File: src/rtl/bcn_pkg.sv
`timescale 1ns / 1ps
// ----------------------------------------------------------------------------
// bcn_pkg
// Shared types and codes of the BCn texture block decoder: channel payloads,
// format mode codes and the decoded block command passed from front to back.
// ----------------------------------------------------------------------------
package bcn_pkg;

   localparam logic [2:0] MODE_DXT1_OPAQUE = 3'd0;
   localparam logic [2:0] MODE_DXT1_ALPHA  = 3'd1;
   localparam logic [2:0] MODE_DXT1_BE     = 3'd2;
   localparam logic [2:0] MODE_DXT3        = 3'd3;
   localparam logic [2:0] MODE_DXT5        = 3'd4;
   localparam logic [2:0] MODE_BC4         = 3'd5;
   localparam logic [2:0] MODE_BC5         = 3'd6;

   localparam logic [3:0] LAST_PIXEL_POS = 4'hF;

   typedef struct packed {
      logic [63:0] block_word0;
      logic [63:0] block_word1;
   } req_type;

   typedef struct packed {
      logic [31:0] pixel_argb;
      logic [3:0]  pixel_position;
      logic        last_pixel;
   } rsp_type;

   typedef struct packed {
      logic [2:0]       mode;
      logic [3:0][31:0] pal;
      logic [31:0]      idx;
      logic [63:0]      w0;
      logic [63:0]      w1;
   } cmd_type;

endpackage

File: src/rtl/bcn_front.sv
`timescale 1ns / 1ps
// ----------------------------------------------------------------------------
// bcn_front
// Accepts one block, classifies it by format mode, builds the colour palette
// and normalizes the index word, then hands the command to the queue.
// ----------------------------------------------------------------------------
module bcn_front import bcn_pkg::*; (
   input  logic          clock,
   input  logic          reset,
   input  logic [2:0]    format_mode,
   input  logic          req_valid,
   output logic          req_ready,
   input  req_type       req_data,
   output logic          cmd_valid,
   input  logic          cmd_ready,
   output cmd_type       cmd_data
);

   logic        valid_ff, valid_in;
   logic [2:0]  mode_ff, mode_in;
   req_type     blk_ff, blk_in;
   logic        accept;
   logic        push;

   logic [15:0] c0, c1;
   logic [31:0] idx_raw, idx_norm;
   logic        force4, c3clear;

   function automatic logic [7:0] div3(input logic [9:0] n);
      logic [19:0] p;
      p = 20'(n) * 20'd683;
      return p[18:11];
   endfunction

   function automatic logic [31:0] expand565(input logic [15:0] c);
      return {8'hFF, c[15:11], c[15:13], c[10:5], c[10:9], c[4:0], c[4:2]};
   endfunction

   function automatic logic [3:0][31:0] build_pal(input logic [15:0] k0,
                                                  input logic [15:0] k1,
                                                  input logic f4,
                                                  input logic clr);
      logic [3:0][31:0] p;
      logic [31:0]      e0, e1;
      logic [7:0]       x, y;
      logic [9:0]       s;
      e0 = expand565(k0);
      e1 = expand565(k1);
      p[0] = e0;
      p[1] = e1;
      p[2] = 32'hFF000000;
      p[3] = 32'hFF000000;
      for (int ch = 0; ch < 3; ch++) begin
         x = e0[ch*8 +: 8];
         y = e1[ch*8 +: 8];
         if (f4 || (k0 > k1)) begin
            p[2][ch*8 +: 8] = div3(10'({x, 1'b0}) + 10'(y));
            p[3][ch*8 +: 8] = div3(10'(x) + 10'({y, 1'b0}));
         end else begin
            s = 10'(x) + 10'(y);
            p[2][ch*8 +: 8] = s[8:1];
         end
      end
      if (!(f4 || (k0 > k1))) begin
         p[3] = clr ? 32'h00000000 : 32'hFF000000;
      end
      return p;
   endfunction

   assign req_ready = !valid_ff || cmd_ready;
   assign accept    = req_valid && req_ready;
   assign push      = valid_ff && cmd_ready;

   always_comb begin
      valid_in = valid_ff;
      mode_in  = mode_ff;
      blk_in   = blk_ff;
      if (accept) begin
         valid_in = 1'b1;
         mode_in  = format_mode;
         blk_in   = req_data;
      end else if (push) begin
         valid_in = 1'b0;
      end
   end

   always_ff @(posedge clock) begin
      if (reset) begin
         valid_ff <= 1'b0;
      end else begin
         valid_ff <= valid_in;
      end
      mode_ff <= mode_in;
      blk_ff  <= blk_in;
   end

   always_comb begin
      c0      = blk_ff.block_word0[15:0];
      c1      = blk_ff.block_word0[31:16];
      idx_raw = blk_ff.block_word0[63:32];
      force4  = 1'b0;
      c3clear = 1'b0;
      case (mode_ff)
         MODE_DXT1_OPAQUE: begin
            c3clear = 1'b0;
         end
         MODE_DXT1_ALPHA: begin
            c3clear = 1'b1;
         end
         MODE_DXT1_BE: begin
            c0      = {blk_ff.block_word0[7:0], blk_ff.block_word0[15:8]};
            c1      = {blk_ff.block_word0[23:16], blk_ff.block_word0[31:24]};
            idx_raw = {blk_ff.block_word0[39:32], blk_ff.block_word0[47:40],
                       blk_ff.block_word0[55:48], blk_ff.block_word0[63:56]};
            c3clear = 1'b1;
         end
         MODE_DXT3, MODE_DXT5: begin
            c0      = blk_ff.block_word1[15:0];
            c1      = blk_ff.block_word1[31:16];
            idx_raw = blk_ff.block_word1[63:32];
            force4  = 1'b1;
         end
         default: begin
            force4 = 1'b1;
         end
      endcase
   end

   // reverse pixel order for the big-endian variant
   always_comb begin
      idx_norm = idx_raw;
      if (mode_ff == MODE_DXT1_BE) begin
         for (int k = 0; k < 16; k++) begin
            idx_norm[2*k +: 2] = idx_raw[2*(15-k) +: 2];
         end
      end
   end

   assign cmd_valid     = valid_ff;
   assign cmd_data.mode = mode_ff;
   assign cmd_data.pal  = build_pal(c0, c1, force4, c3clear);
   assign cmd_data.idx  = idx_norm;
   assign cmd_data.w0   = blk_ff.block_word0;
   assign cmd_data.w1   = blk_ff.block_word1;

endmodule

File: src/rtl/bcn_cmd_queue.sv
`timescale 1ns / 1ps
// ----------------------------------------------------------------------------
// bcn_cmd_queue
// Two-entry command queue between the front and the back of the decoder.
// ----------------------------------------------------------------------------
module bcn_cmd_queue import bcn_pkg::*; (
   input  logic    clock,
   input  logic    reset,
   input  logic    in_valid,
   output logic    in_ready,
   input  cmd_type in_data,
   output logic    out_valid,
   input  logic    out_ready,
   output cmd_type out_data
);

   cmd_type     entry_ff [2];
   cmd_type     entry_in [2];
   logic        wr_ptr_ff, wr_ptr_in;
   logic        rd_ptr_ff, rd_ptr_in;
   logic [1:0]  count_ff, count_in;
   logic        push, pop;

   assign in_ready  = (count_ff != 2'd2);
   assign out_valid = (count_ff != 2'd0);
   assign out_data  = entry_ff[rd_ptr_ff];
   assign push      = in_valid && in_ready;
   assign pop       = out_valid && out_ready;

   always_comb begin
      entry_in  = entry_ff;
      wr_ptr_in = wr_ptr_ff;
      rd_ptr_in = rd_ptr_ff;
      count_in  = count_ff;
      if (push) begin
         entry_in[wr_ptr_ff] = in_data;
         wr_ptr_in           = !wr_ptr_ff;
      end
      if (pop) begin
         rd_ptr_in = !rd_ptr_ff;
      end
      if (push && !pop) begin
         count_in = count_ff + 2'd1;
      end else if (pop && !push) begin
         count_in = count_ff - 2'd1;
      end
   end

   always_ff @(posedge clock) begin
      if (reset) begin
         wr_ptr_ff <= 1'b0;
         rd_ptr_ff <= 1'b0;
         count_ff  <= 2'd0;
      end else begin
         wr_ptr_ff <= wr_ptr_in;
         rd_ptr_ff <= rd_ptr_in;
         count_ff  <= count_in;
      end
      entry_ff <= entry_in;
   end

`ifndef NO_ASSERTIONS
   a_fill: assert property (@(posedge clock) disable iff (reset)
      (push && !pop) |=> (count_ff == $past(count_ff) + 2'd1))
      else $error("queue count did not advance on push");
   a_ptrs: assert property (@(posedge clock) disable iff (reset)
      (count_ff == 2'd0 || count_ff == 2'd2) |-> (wr_ptr_ff == rd_ptr_ff))
      else $error("queue pointers disagree with count");
`endif

endmodule

File: src/rtl/bcn_back.sv
`timescale 1ns / 1ps
// ----------------------------------------------------------------------------
// bcn_back
// Walks the sixteen pixels of a decoded block, selects palette entries and
// alpha/red/green codes, interpolates; one pixel item per cycle, save stalls.
// ----------------------------------------------------------------------------
module bcn_back import bcn_pkg::*; (
   input  logic    clock,
   input  logic    reset,
   input  logic    cmd_valid,
   output logic    cmd_ready,
   input  cmd_type cmd_data,
   output logic    rsp_valid,
   input  logic    rsp_ready,
   output rsp_type rsp_data
);

   localparam logic [1:0] KIND_DIRECT = 2'd0;
   localparam logic [1:0] KIND_DIV7   = 2'd1;
   localparam logic [1:0] KIND_DIV5   = 2'd2;

   typedef struct packed {
      logic [1:0]  kind;
      logic [10:0] num;
   } chan_type;

   typedef struct packed {
      logic [2:0]  mode;
      logic [31:0] color;
      logic [3:0]  nib;
      chan_type    ch0;
      chan_type    ch1;
      logic [3:0]  pos;
      logic        last;
   } p1_type;

   cmd_type     cur_ff, cur_in;
   logic        cur_valid_ff, cur_valid_in;
   logic [3:0]  pix_ff, pix_in;
   p1_type      p1_ff, p1_in;
   logic        p1_valid_ff, p1_valid_in;
   rsp_type     out_ff, out_in;
   logic        out_valid_ff, out_valid_in;

   logic        out_ready, p1_ready, issue, load;
   logic [1:0]  sel;
   logic [7:0]  v0, v1;
   logic [31:0] argb;

   function automatic chan_type chan_setup(input logic [63:0] blk, input logic [3:0] pix);
      logic [7:0] a0, a1;
      logic [2:0] code;
      logic [5:0] bitpos;
      logic [3:0] wa, wb;
      chan_type   c;
      a0     = blk[7:0];
      a1     = blk[15:8];
      bitpos = 6'd16 + {1'b0, pix, 1'b0} + {2'b00, pix};
      code   = blk[bitpos +: 3];
      wa     = 4'd0;
      wb     = 4'd0;
      c.kind = KIND_DIRECT;
      c.num  = 11'd0;
      if (code == 3'd0) begin
         c.num = 11'(a0);
      end else if (code == 3'd1) begin
         c.num = 11'(a1);
      end else if (a0 > a1) begin
         wa     = 4'd8 - 4'(code);
         wb     = 4'(code) - 4'd1;
         c.kind = KIND_DIV7;
         c.num  = 11'(wa) * 11'(a0) + 11'(wb) * 11'(a1);
      end else if (code == 3'd6) begin
         c.num = 11'd0;
      end else if (code == 3'd7) begin
         c.num = 11'd255;
      end else begin
         wa     = 4'd6 - 4'(code);
         wb     = 4'(code) - 4'd1;
         c.kind = KIND_DIV5;
         c.num  = 11'(wa) * 11'(a0) + 11'(wb) * 11'(a1);
      end
      return c;
   endfunction

   function automatic logic [7:0] chan_value(input chan_type c);
      logic [11:0] recip;
      logic [22:0] prod;
      recip = (c.kind == KIND_DIV7) ? 12'd2341 : 12'd3277;
      prod  = 23'(c.num) * 23'(recip);
      return (c.kind == KIND_DIRECT) ? c.num[7:0] : prod[21:14];
   endfunction

   assign out_ready = !out_valid_ff || rsp_ready;
   assign p1_ready  = !p1_valid_ff || out_ready;
   assign issue     = cur_valid_ff && p1_ready;
   assign load      = !cur_valid_ff || (issue && (pix_ff == LAST_PIXEL_POS));
   assign cmd_ready = load;

   // issue stage
   always_comb begin
      cur_in       = cur_ff;
      cur_valid_in = cur_valid_ff;
      pix_in       = pix_ff;
      if (load) begin
         cur_valid_in = cmd_valid;
         cur_in       = cmd_data;
         pix_in       = 4'd0;
      end else if (issue) begin
         pix_in = pix_ff + 4'd1;
      end
   end

   assign sel = cur_ff.idx[{pix_ff, 1'b0} +: 2];

   always_comb begin
      p1_valid_in = p1_valid_ff;
      p1_in       = p1_ff;
      if (p1_ready) begin
         p1_valid_in = issue;
      end
      if (issue) begin
         p1_in.mode  = cur_ff.mode;
         p1_in.color = cur_ff.pal[sel];
         p1_in.nib   = cur_ff.w0[{pix_ff, 2'b00} +: 4];
         p1_in.ch0   = chan_setup(cur_ff.w0, pix_ff);
         p1_in.ch1   = chan_setup(cur_ff.w1, pix_ff);
         p1_in.pos   = pix_ff;
         p1_in.last  = (pix_ff == LAST_PIXEL_POS);
      end
   end

   // output stage
   assign v0 = chan_value(p1_ff.ch0);
   assign v1 = chan_value(p1_ff.ch1);

   always_comb begin
      case (p1_ff.mode)
         MODE_DXT1_OPAQUE, MODE_DXT1_ALPHA, MODE_DXT1_BE: begin
            argb = p1_ff.color;
         end
         MODE_DXT3: begin
            argb = {p1_ff.nib, p1_ff.nib, p1_ff.color[23:0]};
         end
         MODE_DXT5: begin
            argb = {v0, p1_ff.color[23:0]};
         end
         MODE_BC4: begin
            argb = {8'hFF, v0, 16'h0000};
         end
         MODE_BC5: begin
            argb = {8'hFF, v0, v1, 8'h00};
         end
         default: begin
            argb = 32'h00000000;
         end
      endcase
   end

   always_comb begin
      out_valid_in = out_valid_ff;
      out_in       = out_ff;
      if (out_ready) begin
         out_valid_in = p1_valid_ff;
         if (p1_valid_ff) begin
            out_in.pixel_argb     = argb;
            out_in.pixel_position = p1_ff.pos;
            out_in.last_pixel     = p1_ff.last;
         end
      end
   end

   always_ff @(posedge clock) begin
      if (reset) begin
         cur_valid_ff <= 1'b0;
         pix_ff       <= 4'd0;
         p1_valid_ff  <= 1'b0;
         out_valid_ff <= 1'b0;
      end else begin
         cur_valid_ff <= cur_valid_in;
         pix_ff       <= pix_in;
         p1_valid_ff  <= p1_valid_in;
         out_valid_ff <= out_valid_in;
      end
      cur_ff <= cur_in;
      p1_ff  <= p1_in;
      out_ff <= out_in;
   end

   assign rsp_valid = out_valid_ff;
   assign rsp_data  = out_ff;

`ifndef NO_ASSERTIONS
   a_block_end: assert property (@(posedge clock) disable iff (reset)
      (issue && (pix_ff == LAST_PIXEL_POS) && !cmd_valid) |=> !cur_valid_ff)
      else $error("block still active after its last pixel");
   a_last_pos: assert property (@(posedge clock) disable iff (reset)
      (out_valid_ff && out_ff.last_pixel) |-> (out_ff.pixel_position == LAST_PIXEL_POS))
      else $error("last pixel flagged at wrong position");
`endif

endmodule

File: src/rtl/bcn_texture_block_decoder_unit.sv
`timescale 1ns / 1ps
// Path: a block passes the front register, the command queue, the current
// block register, p1 and the output register; one pixel per cycle
// without stalls. The pixel counter of the back end drives one pixel into the
// output register per cycle, taking the next block with the last pixel.
// Reset: synchronous, active high; clears all valid flags, empties the queue
// and returns format_mode to DXT1 opaque.
// ----------------------------------------------------------------------------
// bcn_texture_block_decoder_unit
// BCn texture block decoder: front end, command queue, pixel back end and the
// format_mode control register.
// ----------------------------------------------------------------------------
module bcn_texture_block_decoder_unit import bcn_pkg::*; (
   input  logic        clock,
   input  logic        reset,
   input  logic        req_valid,
   output logic        req_ready,
   input  req_type     req_data,
   output logic        rsp_valid,
   input  logic        rsp_ready,
   output rsp_type     rsp_data,
   input  logic        psel,
   input  logic        penable,
   input  logic        pwrite,
   input  logic [2:0]  paddr,
   input  logic [31:0] pwdata,
   output logic [31:0] prdata,
   output logic        pready
);

   localparam logic REG_FORMAT_MODE = 1'b0;

   logic [2:0] format_mode_ff, format_mode_in;
   logic       csr_write;
   logic       q_in_valid, q_in_ready, q_out_valid, q_out_ready;
   cmd_type    q_in_data, q_out_data;

   assign pready    = 1'b1;
   assign csr_write = psel && penable && pwrite && pready;

   always_comb begin
      format_mode_in = format_mode_ff;
      if (csr_write && (paddr[2] == REG_FORMAT_MODE)) begin
         format_mode_in = pwdata[2:0];
      end
   end

   always_ff @(posedge clock) begin
      if (reset) begin
         format_mode_ff <= MODE_DXT1_OPAQUE;
      end else begin
         format_mode_ff <= format_mode_in;
      end
   end

   assign prdata = (paddr[2] == REG_FORMAT_MODE) ? {29'd0, format_mode_ff} : 32'd0;

   bcn_front u_front (
      .clock       (clock),
      .reset       (reset),
      .format_mode (format_mode_ff),
      .req_valid   (req_valid),
      .req_ready   (req_ready),
      .req_data    (req_data),
      .cmd_valid   (q_in_valid),
      .cmd_ready   (q_in_ready),
      .cmd_data    (q_in_data)
   );

   bcn_cmd_queue u_queue (
      .clock     (clock),
      .reset     (reset),
      .in_valid  (q_in_valid),
      .in_ready  (q_in_ready),
      .in_data   (q_in_data),
      .out_valid (q_out_valid),
      .out_ready (q_out_ready),
      .out_data  (q_out_data)
   );

   bcn_back u_back (
      .clock     (clock),
      .reset     (reset),
      .cmd_valid (q_out_valid),
      .cmd_ready (q_out_ready),
      .cmd_data  (q_out_data),
      .rsp_valid (rsp_valid),
      .rsp_ready (rsp_ready),
      .rsp_data  (rsp_data)
   );

endmodule
File: config.mk
export PLATFORM = sky130hd
export DESIGN_NAME = bcn_texture_block_decoder_unit
export DESIGN_NICKNAME = d
export VERILOG_FILES = /design/src/rtl/bcn_pkg.sv /design/src/rtl/bcn_front.sv /design/src/rtl/bcn_cmd_queue.sv /design/src/rtl/bcn_back.sv /design/src/rtl/bcn_texture_block_decoder_unit.sv
export SDC_FILE = /design/constraint.sdc
export NUM_CORES = 2
export LEC_CHECK = 0
export BUFFER_PORTS_ARGS = -buffer_cell sky130_fd_sc_hd__buf_4
export CAP_MARGIN = 30
export CORE_UTILIZATION = 30
export DETAILED_ROUTE_END_ITERATION = 10
export GPL_ROUTABILITY_DRIVEN = 0
export SYNTH_ARGS = -nofsm -noshare
export SYNTH_HDL_FRONTEND = slang
export SYNTH_SLANG_ARGS = --single-unit
File: constraint.sdc
create_clock -name clock -period 24 [get_ports clock]
set_input_delay 2.4 -clock clock [delete_from_list [all_inputs] [get_ports clock]]
set_output_delay 2.4 -clock clock [all_outputs]
set_load 0.01 [all_outputs]
[Word-level counts from Yosys, hierarchy flattened]
Index checks and enable logic that the tools add are counted.
W data, S select, Z words.
Cells by class
  equality and inequality tests: 20
  muxes and demuxes: 43
  shift operators: 4
  magnitude comparators: 7
  reduce and logical (&&, ||, !) cells: 43
  add/sub/neg operators: 24
  multiply operators: 14
  bitwise gates (word level): 3
Operators with widths (count)
  $mux W291: 4
  $bwmux W582: 1
  $demux W291 S1: 1
  $pmux W32 S5: 1
  $mux W32: 4
  $shiftx A64 B7 Y3: 2
  $mul A10 B10 Y19 const B: 6
  $mux W8: 9
  $mul A4 B8 Y11: 6
  $mux W11: 6
  $bmux W32 S2: 1
  $pmux W16 S2: 2
  $pmux W32 S2: 1
  $shiftx A64 B7 Y4: 1
  $add A11 B11 Y11: 4
  $mul A11 B12 Y22: 2
  $shiftx A32 B6 Y2: 1
  $add A8 B9 Y10: 3
  $add A9 B8 Y10: 3
  $add A8 B8 Y9: 3
  $eq A3 B3 Y1 const B: 8
  $mux W12: 2
  $gt A16 B16 Y1: 1
  $gt A8 B8 Y1: 2
  other kinds (31): 84
Word-level totals
  output and inout bits: 72
  input port bits: 170
  register bits after elaboration: 1126
  logic and storage cells: 210

[Longest topological paths before layout]
  depth in word-level cells: 11
  mapped depth: 35
  mapped depth without buffers: 30

[Cells and area by module]
A second synthesis with hierarchy kept.
Second synthesis, totals
  cell total of the unflattened synthesis: 5177
  area, all modules: 70201.1 um^2
Modules (own cells, without submodules)
  bcn_back: instances 1, sequential area each 12091.6 um^2, cells each 2317, area each 29968.7 um^2
  bcn_cmd_queue: instances 1, sequential area each 17556.8 um^2, cells each 927, area each 21306.7 um^2
  bcn_front: instances 1, sequential area each 3953.8 um^2, cells each 1884, area each 18517.8 um^2
  bcn_texture_block_decoder_unit: instances 1, sequential area each 60.1 um^2, cells each 49, area each 407.9 um^2

[Least setup slack after synthesis]
OpenSTA, ideal clock, no wires.
  kind: reg-to-reg
  from: register u_queue.count_ff[0]
  to: register u_queue.entry_ff[291] in the netlist's numbering, enable pin
  required time: 23147 ps
  buffers on the path: 0
  library setup time: 853 ps
  clock period less this slack: 11577 ps
  stages on the path, launching flop included: 4
  path slack: 12423 ps
  data arrival time: 10724 ps
  cells stage by stage: dfxtp_1 nand2b_1 nand2_1 nor2_1
Between the ends
  cells in the longest elaborated chain, start to end: 2
RTL lines
  from (decl): RTL line bcn_cmd_queue.sv:21  | logic [1:0] count_ff, count_in;
  from (signal assigned): RTL line bcn_cmd_queue.sv:57  | count_ff <= count_in;
  $ne A2 B2 Y1: RTL line bcn_cmd_queue.sv:24  | assign in_ready = (count_ff != 2'd2);
  $logic_and A1 B1 Y1: RTL line bcn_cmd_queue.sv:27  | assign push = in_valid && in_ready;
  to (signal assigned): RTL line bcn_cmd_queue.sv:59  | entry_ff <= entry_in;
  to (decl): RTL line bcn_cmd_queue.sv:17  | cmd_type entry_ff [2];
Every way passes these cells.
A chain may end at the register's enable or synchronous reset.

==> metrics.md <==
| Metric | Value |
|---|---|
| Initial Utilization | `30.29%` |
| Multi-input gate area | `31730 sq um` |
| First-pass GRT wire length | `between 200000 and 250000 um` |
| Routed Antenna Nets | `0` |
| DR vias | `between 30000 and 40000` |
| CTS Buffer Depth | `3` |
| Hold Crit Class | `flip-flop to flip-flop` |
| Largest net degree at the start of global routing | `158` |
| Setup bufs post-CTS | `0` |
| Critical Path Max Stage Delay | `700 ps` |
| Sequential fraction of the synthesis area | `around 46%` |
| Non-Filler Instances | `between 7000 and 8000` |
| Ys Warns | `0` |
| Clk root buf | `clkbuf_16` |
| Vias in the first global route | `a little under 40000` |
| Slew Limit Fails | `0` |
| Status | `finished, final reports clean` |
| Input/output buffers | `180` |
| CP required | `24470 ps` |
| DRC Markers | `0` |
| CP Class | `flip-flop to flip-flop` |
| Initial antenna violation count | `2` |
| Worst-skew pair later-pin latency | `760 ps` |
| Hold Buf Count CTS | `0` |
| Slew headroom | `25.68%` |
| Syn Area/Cell | `13.32 sq um` |
| Final Hold Fails | `0` |
| Most frequent cells in the layout | `edfxtp_1 (963), ha_1 (674), inv_1 (549)` |
| Hold WS | `420.7 ps` |
| DRT iter0 DRCs | `between 2000 and 3000` |
| Critical path arrival | `11150 ps` |
| Reg area | `between 20000 and 30000 sq um` |
| Final nets | `between 6000 and 7000` |
| Clk pin slew, worst setup/hold paths | `60 ps` |
| Number of synthesized flops with an enable pin | `963` |
| Crit path capture type | `flip-flop` |
| CP startpoint kind | `flip-flop` |
| FILL cells | `20506` |
| RSZ-0062 raised after global routing | `no` |
| Most common cell after layout, fill and taps aside | `edfxtp_1` |
| DR WL/cell | `around 20 um` |
| Max_cap viols | `0` |
| Max Fclk | `between 90 and 100 MHz` |
| Hpwl dp | `117900 um` |
| Yosys reg bits | `978` |
| Finish-stage setup viols | `0` |
| Ys flop type | `edfxtp_1` |
| Placed cells | `7682` |
| Layout cell share with drive strength beyond 1 | `approximately 16%` |
| Tot GR Track Use | `14.57%` |
| Critical path's slowest cell | `edfxtp_1` |
| Cell variety after synth | `84` |
| Die Width | `around 460 um` |
| Fin crit share | `~45%` |
| Sinks on Clock Net | `978` |
| Max H-tree Level | `3` |
| Die area | `around 210000 sq um` |
| Final Critical Period | `10690 ps` |
| TNS Setup | `0 ps` |
| CP Max Fanout | `45` |
| Core Box Area | `210200 sq um` |
| DIE HEIGHT | `462.7 um` |
| Post-Syn Instances | `between 4000 and 5000` |
| Cell Rows | `168` |
| Clock Skew | `86.22 ps` |
| Tightest Pin Transition | `1115 ps` |
| FFs w/ async S/R, synth | `0%` |
| Area grow syn2layout | `12.37%` |
| CTS tree | `done` |
| IO Count | `242` |
| CTS Buf Count | `100` |
| CP Buf/Inv Count | `5` |
| Avg Vias per Cell | `roughly 4.8` |
| Critical path's top delay family | `compound AO/OA/AOI/OAI gates` |
| WL final | `157100 um` |
| Mapped cell area | `approximately 64000 sq um` |
| Router iterations before antenna repair | `6` |
| # resized after CTS | `0` |
| GR Overflow Total | `0` |
[sequential cells by signal, summed over array words and instances (netlist names)]
signal,count
u_queue.entry_ff,488
u_back.cur_ff,244
u_front.cmd_data,128
u_back.p1_ff,63
u_back.rsp_data,37
u_back.pix_ff,4
format_mode_ff,3
u_front.mode_ff,3
u_queue.count_ff,2
u_back.cur_valid_ff,1
u_back.p1_valid_ff,1
u_back.rsp_valid,1
u_front.cmd_valid,1
u_queue.rd_ptr_ff,1
u_queue.wr_ptr_ff,1
[cells by family (layout without fill, tap and decap cells)]
family,Yosys count,count (layout),synth area share (%)
multiplexers,451,451,10.27
flip-flops,978,978,45.89
buffers and inverters,737,957,4.779
XOR/XNOR,212,212,2.983
other,2,63,0.01179
adder cells (fa/ha/maj),1019,1019,24.08
AND/OR/NAND/NOR,786,786,5.956
AO/OA/AOI/OAI,596,596,6.031
[final cells by class]
type	count	area share (%)
Antenna cell	5	0.01749
Clock buffer	118	3.592
Clock inverter	59	0.8533
Inverter	552	2.896
Multi-Input combinational cell	3122	44.34
Sequential cell	978	40.84
Tap cell	2805	4.905
Timing Repair Buffer	228	2.553
[synthesized netlist by cell type (all sizes together) (6+ instances only)]
library cell	instances	area share, %
a31o	6	0.083
a22oi	33	0.39
o21a	28	0.33
nand4	11	0.11
or2	14	0.14
a21o	36	0.42
and2	89	0.87
a2111oi	6	0.083
o21bai	35	0.41
a22o	7	0.096
a31oi	11	0.11
nand3b	7	0.083
or3	10	0.098
nand2	255	1.5
a21oi	156	1.2
buf	73	0.86
xnor2	152	2.1
o22ai	13	0.13
and3	8	0.079
ha	675	13
nor2b	44	0.43
mux4	137	4.9
a221o	12	0.19
a211oi	7	0.083
mux2	248	4.4
a211o	12	0.17
nand3	29	0.23
nor3b	6	0.071
dfxtp	15	0.47
fa	344	11
o221ai	16	0.22
edfxtp	963	45
inv	551	3.2
o31ai	14	0.17
o211ai	11	0.14
xor2	58	0.81
clkbuf	112	0.66
a21boi	17	0.20
nand2b	51	0.50
nor4	18	0.19
nor3	44	0.35
o21ai	145	1.1
mux2i	66	1.0
nor2	185	1.1
[layer usage]
metal | track usage (%) | part of all wire, % | vias up
met4 | 5.099 | 3.1 | 2
met3 | 1.382 | 4.5 | 210
met5 | 0 | 0.0083 | -
li1 | - | - | 17520
met1 | 19.77 | 45 | 19059
met2 | 24.22 | 48 | 932
[final timing paths]
kind	from	to	slack (ps)	depth (start not counted)
setup reg to reg	u_front.mode_ff[1]	u_queue.entry_ff[537]	13320	30
setup / recovery	u_front.mode_ff[1]	u_queue.entry_ff[537]	13320	30
hold / removal	u_back.p1_ff[4]	u_back.rsp_data[4]	420	0
hold reg to reg	u_back.p1_ff[4]	u_back.rsp_data[4]	420	0
[metrics by stage]
step	setup slack [ps]	instance area, sq um	utilization, %
finish	13320	71550	34.04
global route	12610	71540	34.04
CTS	13370	71460	34.00
detailed placement	13420	68280	32.48
global placement	13590	68250	32.47
floorplan	12420	63890	-
Power is not shown: default switching activity piles up to over one toggle a cycle in this logic, so the estimate is an artifact.
